**config.mk**
```make
export PLATFORM = sky130hd
export DESIGN_NAME = event_slot_table
export DESIGN_NICKNAME = d
export VERILOG_FILES = /design/src/est_pkg.sv /design/src/est_ram.sv /design/src/event_slot_table.sv
export SDC_FILE = /design/constraint.sdc
export NUM_CORES = 2
export LEC_CHECK = 0
export BUFFER_PORTS_ARGS = -buffer_cell sky130_fd_sc_hd__buf_2
export CAP_MARGIN = 20
export CELL_PAD_IN_SITES_DETAIL_PLACEMENT = 1
export CELL_PAD_IN_SITES_GLOBAL_PLACEMENT = 1
export CORE_MARGIN = 2
export CORE_UTILIZATION = 34
export DETAILED_ROUTE_END_ITERATION = 10
export MAX_ROUTING_LAYER = met4
export PLACE_DENSITY_LB_ADDON = 0.1
export SKIP_LAST_GASP = 1
export SLEW_MARGIN = 20
export SYNTH_ARGS = -nofsm -noshare
export SYNTH_HDL_FRONTEND = slang
export SYNTH_SLANG_ARGS = --single-unit
```
**constraint.sdc**
```tcl
create_clock -name clk_i -period 6.6 [get_ports clk_i]
set_input_delay 1.32 -clock clk_i [delete_from_list [all_inputs] [get_ports clk_i]]
set_output_delay 1.32 -clock clk_i [all_outputs]
set_load 0.02 [all_outputs]
```
**src/est_pkg.sv**
```systemverilog
// ----------------------------------------------------------------------------
// est_pkg
// Types and constants for the event slot table, including its slot memory entry.
// ----------------------------------------------------------------------------
package est_pkg;

  localparam int unsigned OpW     = 2;
  localparam int unsigned ActW    = 6;
  localparam int unsigned SlotW   = 5;
  localparam int unsigned StatusW = 2;
  localparam int unsigned InDataW  = 80;
  localparam int unsigned OutDataW = 16;

  typedef enum logic [OpW-1:0] {
    OP_ADD    = 2'd0,
    OP_REMOVE = 2'd1,
    OP_CLEAR  = 2'd2,
    OP_NOP    = 2'd3
  } op_e;

  typedef enum logic [StatusW-1:0] {
    ST_OK        = 2'd0,
    ST_FULL      = 2'd1,
    ST_NO_EMPTY  = 2'd2,
    ST_NOT_FOUND = 2'd3
  } status_e;

  typedef enum logic [1:0] {
    FSM_IDLE = 2'd0,
    FSM_SCAN = 2'd1,
    FSM_DONE = 2'd2
  } fsm_e;

  // One table entry as held in the slot memory.
  typedef struct packed {
    logic [7:0]         kind;
    logic [7:0]         ctx;
    logic [15:0]        key;
    logic [15:0]        option;
    logic signed [31:0] stamp;
  } slot_t;

endpackage

```
**src/est_ram.sv**
```systemverilog
// ----------------------------------------------------------------------------
// est_ram
// Simple dual-port RAM: one write port, one read port with registered data.
// ----------------------------------------------------------------------------
module est_ram #(
  parameter int unsigned Width = 8,
  parameter int unsigned Depth = 32
) (
  input  logic                                     clk_i,
  input  logic                                     we_i,
  input  logic [(Depth > 1 ? $clog2(Depth) : 1)-1:0] waddr_i,
  input  logic [Width-1:0]                         wdata_i,
  input  logic                                     re_i,
  input  logic [(Depth > 1 ? $clog2(Depth) : 1)-1:0] raddr_i,
  output logic [Width-1:0]                         rdata_o
);

  logic [Width-1:0] mem_q [Depth];
  logic [Width-1:0] rdata_q;

  always_ff @(posedge clk_i) begin
    if (we_i) begin
      mem_q[waddr_i] <= wdata_i;
    end
    if (re_i) begin
      rdata_q <= mem_q[raddr_i];
    end
  end

  assign rdata_o = rdata_q;

endmodule

```
**src/event_slot_table.sv**
```systemverilog
// ----------------------------------------------------------------------------
// event_slot_table
// Table of event slots: add into the lowest empty slot, remove the lowest
// slot matching key and option, clear all. One result word per command.
// Add and remove scan the slot memory through its read port, one entry per
// cycle from slot 0, until a hit or until active_slots entries are read; add on
// a full table, clear and the unused opcode go straight to the result word.
// One command at a time: the next word is taken at the edge after the result
// has been loaded into the output register. Reset empties every slot at once
// through per-slot valid flags and sets active_slots to min(SLOTS, 32).
// ----------------------------------------------------------------------------
module event_slot_table #(
  parameter int unsigned SLOTS = 32
) (
  input  logic        clk_i,
  input  logic        rst_ni,
  // Configuration: active_slots.
  input  logic        cfg_we_i,
  input  logic [5:0]  cfg_wdata_i,
  // Command stream.
  input  logic        s_axis_tvalid,
  output logic        s_axis_tready,
  // From bit 0: kind[7:0], context_req[15:8], event_key[31:16],
  // option[47:32], stamp[79:48].
  input  logic [79:0] s_axis_tdata,
  // From bit 0: opcode[1:0].
  input  logic [1:0]  s_axis_tuser,
  // Result stream.
  output logic        m_axis_tvalid,
  input  logic        m_axis_tready,
  // From bit 0: status[1:0], slot[6:2], free_slots[12:7], zero pad[15:13].
  output logic [15:0] m_axis_tdata
);

  localparam int unsigned AW   = (SLOTS > 1) ? $clog2(SLOTS) : 1;
  localparam int unsigned CntW = ((AW + 1) > est_pkg::ActW) ? (AW + 1) : est_pkg::ActW;
  localparam logic [est_pkg::ActW-1:0] ActReset = est_pkg::ActW'((SLOTS < 32) ? SLOTS : 32);

  // Control state.
  est_pkg::fsm_e            state_q, state_d;
  logic [CntW-1:0]          idx_q;
  logic                     pend_q;
  logic [SLOTS-1:0]         valid_q;
  logic [est_pkg::ActW-1:0] occ_q;
  logic [est_pkg::ActW-1:0] act_q;
  logic                     m_valid_q;

  // Payload registers.
  est_pkg::op_e             req_op_q;
  est_pkg::slot_t           req_q;
  logic [AW-1:0]            pidx_q;
  logic                     rd_vld_q;
  est_pkg::status_e         res_status_q;
  logic [est_pkg::SlotW-1:0] res_slot_q;
  logic [15:0]              m_data_q;

  // Combinational signals.
  logic                     in_acc;
  logic                     cfg_ok;
  logic                     rd_en;
  logic                     wr_en;
  est_pkg::slot_t           in_slot;
  est_pkg::slot_t           rdata;
  logic [7:0]               rd_kind;
  logic [15:0]              rd_key;
  logic [15:0]              rd_opt;
  logic                     cand;
  logic                     hit;
  logic                     miss;
  logic                     out_load;
  logic                     full;
  logic                     new_occ;
  logic                     old_occ;
  logic [est_pkg::ActW-1:0] free_now;

  assign in_slot.kind   = s_axis_tdata[7:0];
  assign in_slot.ctx    = s_axis_tdata[15:8];
  assign in_slot.key    = s_axis_tdata[31:16];
  assign in_slot.option = s_axis_tdata[47:32];
  assign in_slot.stamp  = s_axis_tdata[79:48];

  assign cfg_ok = cfg_we_i && (cfg_wdata_i != '0) && (int'(cfg_wdata_i) <= int'(SLOTS));
  assign full   = (occ_q == act_q);
  assign free_now = act_q - occ_q;

  // Output and datapath control.
  always_comb begin
    in_acc   = 1'b0;
    rd_en    = 1'b0;
    hit      = 1'b0;
    miss     = 1'b0;
    wr_en    = 1'b0;
    out_load = 1'b0;
    // A slot never written, or emptied since, reads as zero kind, key and option.
    rd_kind  = rd_vld_q ? rdata.kind : 8'd0;
    rd_key   = rd_vld_q ? rdata.key : 16'd0;
    rd_opt   = rd_vld_q ? rdata.option : 16'd0;
    new_occ  = (req_q.kind != 8'd0) && (req_q.key != 16'd0);
    old_occ  = (rd_kind != 8'd0) && (rd_key != 16'd0);
    if (req_op_q == est_pkg::OP_ADD) begin
      cand = (rd_kind == 8'd0) && (rd_key == 16'd0);
    end else begin
      cand = (rd_key == req_q.key) && (rd_opt == req_q.option);
    end
    case (state_q)
      est_pkg::FSM_IDLE: begin
        in_acc = s_axis_tvalid;
      end
      est_pkg::FSM_SCAN: begin
        rd_en = (idx_q < CntW'(act_q));
        hit   = pend_q && cand;
        miss  = !pend_q && !rd_en;
        wr_en = hit && (req_op_q == est_pkg::OP_ADD);
      end
      est_pkg::FSM_DONE: begin
        out_load = !m_valid_q || m_axis_tready;
      end
      default: begin
        in_acc = 1'b0;
      end
    endcase
  end

  // Next state.
  always_comb begin
    state_d = state_q;
    case (state_q)
      est_pkg::FSM_IDLE: begin
        if (s_axis_tvalid) begin
          if ((est_pkg::op_e'(s_axis_tuser) == est_pkg::OP_REMOVE) ||
              ((est_pkg::op_e'(s_axis_tuser) == est_pkg::OP_ADD) && !full)) begin
            state_d = est_pkg::FSM_SCAN;
          end else begin
            state_d = est_pkg::FSM_DONE;
          end
        end
      end
      est_pkg::FSM_SCAN: begin
        if (hit || miss) begin
          state_d = est_pkg::FSM_DONE;
        end
      end
      est_pkg::FSM_DONE: begin
        if (out_load) begin
          state_d = est_pkg::FSM_IDLE;
        end
      end
      default: begin
        state_d = est_pkg::FSM_IDLE;
      end
    endcase
  end

  always_ff @(posedge clk_i or negedge rst_ni) begin
    if (!rst_ni) begin
      state_q   <= est_pkg::FSM_IDLE;
      idx_q     <= '0;
      pend_q    <= 1'b0;
      valid_q   <= '0;
      occ_q     <= '0;
      act_q     <= ActReset;
      m_valid_q <= 1'b0;
    end else begin
      state_q <= state_d;
      pend_q  <= rd_en;
      if (in_acc) begin
        idx_q <= '0;
      end else if (rd_en) begin
        idx_q <= idx_q + CntW'(1);
      end
      if (cfg_ok) begin
        act_q   <= cfg_wdata_i;
        valid_q <= '0;
        occ_q   <= '0;
      end else if (in_acc && (est_pkg::op_e'(s_axis_tuser) == est_pkg::OP_CLEAR)) begin
        valid_q <= '0;
        occ_q   <= '0;
      end else if (hit) begin
        if (req_op_q == est_pkg::OP_ADD) begin
          valid_q[pidx_q] <= 1'b1;
          occ_q <= occ_q + est_pkg::ActW'(new_occ);
        end else begin
          valid_q[pidx_q] <= 1'b0;
          occ_q <= occ_q - est_pkg::ActW'(old_occ);
        end
      end
      if (out_load) begin
        m_valid_q <= 1'b1;
      end else if (m_axis_tready) begin
        m_valid_q <= 1'b0;
      end
    end
  end

  always_ff @(posedge clk_i) begin
    if (in_acc) begin
      req_op_q   <= est_pkg::op_e'(s_axis_tuser);
      req_q      <= in_slot;
      res_slot_q <= '0;
      if ((est_pkg::op_e'(s_axis_tuser) == est_pkg::OP_ADD) && full) begin
        res_status_q <= est_pkg::ST_FULL;
      end else begin
        res_status_q <= est_pkg::ST_OK;
      end
    end else if (hit) begin
      res_status_q <= est_pkg::ST_OK;
      res_slot_q   <= est_pkg::SlotW'(pidx_q);
    end else if (miss) begin
      res_slot_q <= '0;
      if (req_op_q == est_pkg::OP_ADD) begin
        res_status_q <= est_pkg::ST_NO_EMPTY;
      end else begin
        res_status_q <= est_pkg::ST_NOT_FOUND;
      end
    end
    if (rd_en) begin
      pidx_q   <= idx_q[AW-1:0];
      rd_vld_q <= valid_q[idx_q[AW-1:0]];
    end
    if (out_load) begin
      m_data_q <= {3'b000, free_now, res_slot_q, res_status_q};
    end
  end

  est_ram #(
    .Width ($bits(est_pkg::slot_t)),
    .Depth (SLOTS)
  ) u_slot_ram (
    .clk_i   (clk_i),
    .we_i    (wr_en),
    .waddr_i (pidx_q),
    .wdata_i (req_q),
    .re_i    (rd_en),
    .raddr_i (idx_q[AW-1:0]),
    .rdata_o (rdata)
  );

  assign s_axis_tready = (state_q == est_pkg::FSM_IDLE);
  assign m_axis_tvalid = m_valid_q;
  assign m_axis_tdata  = m_data_q;

  // The occupied count can never pass the number of slots in use.
  assert property (@(posedge clk_i) disable iff (!rst_ni) occ_q <= act_q)
    else $error("occupied count exceeds active slots");

  // The slot memory is written only for a comparison that has just found its slot.
  assert property (@(posedge clk_i) disable iff (!rst_ni) wr_en |-> (pend_q && hit))
    else $error("slot write without a pending hit");

  // A command word always leaves the idle state on the next edge.
  assert property (@(posedge clk_i) disable iff (!rst_ni)
    (s_axis_tvalid && s_axis_tready) |=> (state_q != est_pkg::FSM_IDLE))
    else $error("command accepted but no work started");

  // A finished result waits while the output register is still occupied.
  assert property (@(posedge clk_i) disable iff (!rst_ni)
    ((state_q == est_pkg::FSM_DONE) && m_valid_q && !m_axis_tready)
      |=> (state_q == est_pkg::FSM_DONE))
    else $error("result dropped while output busy");

endmodule
```
==> parameters.txt <==
Parameter                              Value

STA
  Final Hold Fails    0
  Worst Skew    between 0.04 and 0.05 ns
  Worst Setup Slack, final    between 1 and 1.5 ns
  Total Neg Setup Slack    0 ns
  Worst-Margin Slew    1.086 ns
  Final slew viol count    0
  Final Cycle Share    82.13%
  Worst rel slew slack    between 20 and 30%
  F_max    184.5 MHz
  Minimum period implied by the final worst setup slack    5.421 ns
  RSZ-0062 raised after global routing    false
  Number of setup violations in the final report    0

Drt
  Overall via count from detail_route    around 27000
  Count of unresolved DRC violations after routing    0
  WL per Instance    31.40 um
  Count of TritonRoute iterations in the first routing pass    5
  Antenna-violating nets left    0
  Number of vias per cell    5.367
  Detailed Route Iter0 Violations    around 2300
  Final WL    156000 um

Synth
  Number of enable flip-flop cells after synthesis    1383
  Warnings, synthesis    0
  Synthesized area per cell    22.79 um^2
  Area contributors post-synth    edfxtp_1 74%, mux4_2 16%, dfrtp_1 2.4%
  Post-synthesis sequential area ratio    76.79%
  Library cell occupying the most area in the post-synthesis netlist    edfxtp_1
  Fraction of registers with async set/reset    3.745%
  Combined area of all synthesized cells    55980 um^2
  Most frequent cell after synthesis    edfxtp_1
  Post-synth top cells    1383 x edfxtp_1, 410 x mux4_2, 82 x clkbuf_1
  Synthesized instance count    2456
  Number of library cell types mapped by synthesis    between 70 and 80
  Number of synthesized register bits    1442
  Dominant synthesized flop cell    edfxtp_1
  Share of Yosys cell area claimed by the top area cell type    between 70% and 80%

Clock tree
  Number of buffers on the longest clock path    3
  Clock edge transition at the registers on the reported setup and hold paths    about 0.060 ns
  TritonCTS Sinks    about 1400
  Number of levels in the clock H-tree    4
  Setup Fix Bufs, Post-CTS    0
  Number of clock buffers inserted by TritonCTS    about 160
  Post-cts repair resize count    0
  Clock tree from TritonCTS    yes
  Worst skew pair latency    0.81 ns
  Clock Root Buffer    clkbuf_16
  Cts-stage hold buffer count    0

Final layout
  Layout cell share with drive strength beyond 1    32.92%
  FF/Latch Area    43000 um^2
  Final-stage net count    about 2800
  Final standard cell utilization of the core    around two fifths
  Fill cells    about 15000
  Inserted Diodes    0
  Area taken by multi-input logic gates    12620 um^2
  Synthesis-to-finish area growth    16.21%

Global route
  Global routing usage summed across all routing layers    around 19%
  First-pass GRT wire length    approximately 220000 um
  Remaining Overflow, GRT    0
  Initial antenna violation count    3
  Vias in the first global route    29071
  Maximum number of pins on one net before global-route repair    130

Critical path
  Standard cell with the maximum stage delay on the critical path    nor2_4
  CP Capture Type    register
  Gate family responsible for the most delay along the worst path    simple AND/OR/NAND/NOR gates
  Maximum fanout along the worst path    16
  Buf+Inv Stages, Crit Path    1
  Worst endpoint data arrival time    5.88 ns
  Crit path launch type    register
  CP max stage delay    0.95 ns
  Setup Crit Path Kind    register to register
  Data required time at the worst endpoint    7.06 ns
  Critical Path, Cell by Cell    nor2b_1, o2111ai_1, a2111oi_0, nand4_1, or4_4, o21ai_4, nand2_1, nor2_4, buf_4

Die
  Count of pins on the block boundary    111
  Initial Utilization    34.31%
  Die area    167900 um^2
  Placeable core region    163100 um^2
  Horizontal extent of the die    409.8 um
  Overall die height    409.8 um
  Cell Rows    148

Power and ir drop
  Power density of the placed cells    374.2 nW/um^2
  IR Drop Worst-Case VDD    0.0002977 V
  P_leak    a little under 0.02 uW

Placement
  IO Port Bufs    between 60 and 70
  Pre-CTS setup slack    1.228 ns
  Detailed-placement wirelength estimate    86190 um
  Last weighted congestion value of the routability-driven placer    0.7768

Run
  Count of maximum capacitance violations    0

Status
  Run status    finished, final reports clean

Min path
  Class of the worst hold path    register to register
area by class of cell:
| cell class | instances | area share (%) |
|---|---|---|
| Clock buffer | 198 | 6.599 |
| Tap cell | 2175 | 4.183 |
| Inverter | 27 | 0.1577 |
| Clock inverter | 96 | 1.331 |
| Multi-Input combinational cell | 858 | 19.40 |
| Sequential cell | 1442 | 66.10 |
| Timing Repair Buffer | 174 | 2.224 |
flip-flops by register name, summed over array words and instances, names as in the netlist, 2 cells and up:
name	count
u_slot_ram.rdata_o	40
req_q	40
res_slot_q	5
valid_q	32
occ_q	6
state_q	2
req_op_q	2
act_q	6
m_axis_tdata	13
res_status_q	2
idx_q	6
pidx_q	5
u_slot_ram.mem_q	1280
power by group:
part	leakage (uW)	internal, uW	switching [uW]	total, uW
combinational	0.00413	2050	2500	4550
clock	0.00253	5040	3740	8780
sequential	0.0132	10700	324	11000
total	0.0199	17800	6560	24300
logic make-up (layout without fill, tap and decap cells):
logic type,count (synthesis),in the layout,share of synthesized area [%]
xor+xnor,25,25,0.3912
mux,457,457,17.44
simple gates,203,203,1.902
other cells,1,3,0.006699
buf+inv,158,495,1.127
flops,1442,1442,76.79
compound gates,153,153,1.954
fa+ha+maj,17,17,0.3934
worst register-to-register path, cell delays in order (launching register included):
cell	delay (ns)
dfrtp_1	0.42
nor2b_1	0.51
o2111ai_1	0.44
a2111oi_0	0.58
nand4_1	0.16
or4_4	0.52
o21ai_4	0.35
nand2_1	0.69
nor2_4	0.95
buf_4	0.45
worst paths after layout:
kind	slack (ns)	start	cells past startpoint	end
setup / recovery	1.18	state_q[0]	9	u_slot_ram.mem_q[14][47]
hold / removal	0.42	res_status_q[1]	0	m_axis_tdata[1]
setup reg to reg	1.18	state_q[0]	9	u_slot_ram.mem_q[14][47]
hold reg to reg	0.42	res_status_q[1]	0	m_axis_tdata[1]
max in group asynchronous	5.33	rst_ni	2	idx_q[3]
min in group asynchronous	0.67	rst_ni	2	occ_q[1]
per-layer routing:
layer / global-route usage (%) / share of wire (%) / wire length [um]
met3: 2.899 / 4.5 / 6961
met5: - / 0 / 0
met4: 4.418 / 1.7 / 2615
met1: 26.31 / 45 / 69750
met2: 30.83 / 49 / 76730
cell usage in the layout, fill, tap and decap left out, types with 8 or more instances in the layout:
cell type and n:
a31o_2 8, mux4_2 410, nand3_1 33, buf_2 67, clkinv_1 42, clkbuf_16 165
ha_1 16, mux2_2 46, buf_12 24, xnor2_1 18, dfrtp_1 48, nor2_4 32
nor2_1 27, clkinv_2 29, o21ai_0 38, a21oi_1 18, edfxtp_1 1383, nand2b_1 10
clkbuf_1 29, nor4_1 11, inv_1 25, buf_4 82, bufinv_16 10, o311ai_0 28
nand2_1 31, a22oi_1 8
through the flow:
| step | cells | hold WS (ns) | power (uW) | area [um^2] |
|---|---|---|---|---|
| final | 4970 | 0.4236 | 24340 | 65050 |
| after global routing | 4970 | 0.4390 | 25280 | 65050 |
| after CTS | 4969 | 0.4279 | 24700 | 65030 |
| after detailed placement | 4675 | 0.4127 | 15860 | 59870 |
| after global placement | 4675 | 0.4114 | 15770 | 59870 |
| after floorplan | 2458 | 0.4003 | 14190 | 55980 |
No activity file was read; power rests on OpenSTA's default activity.
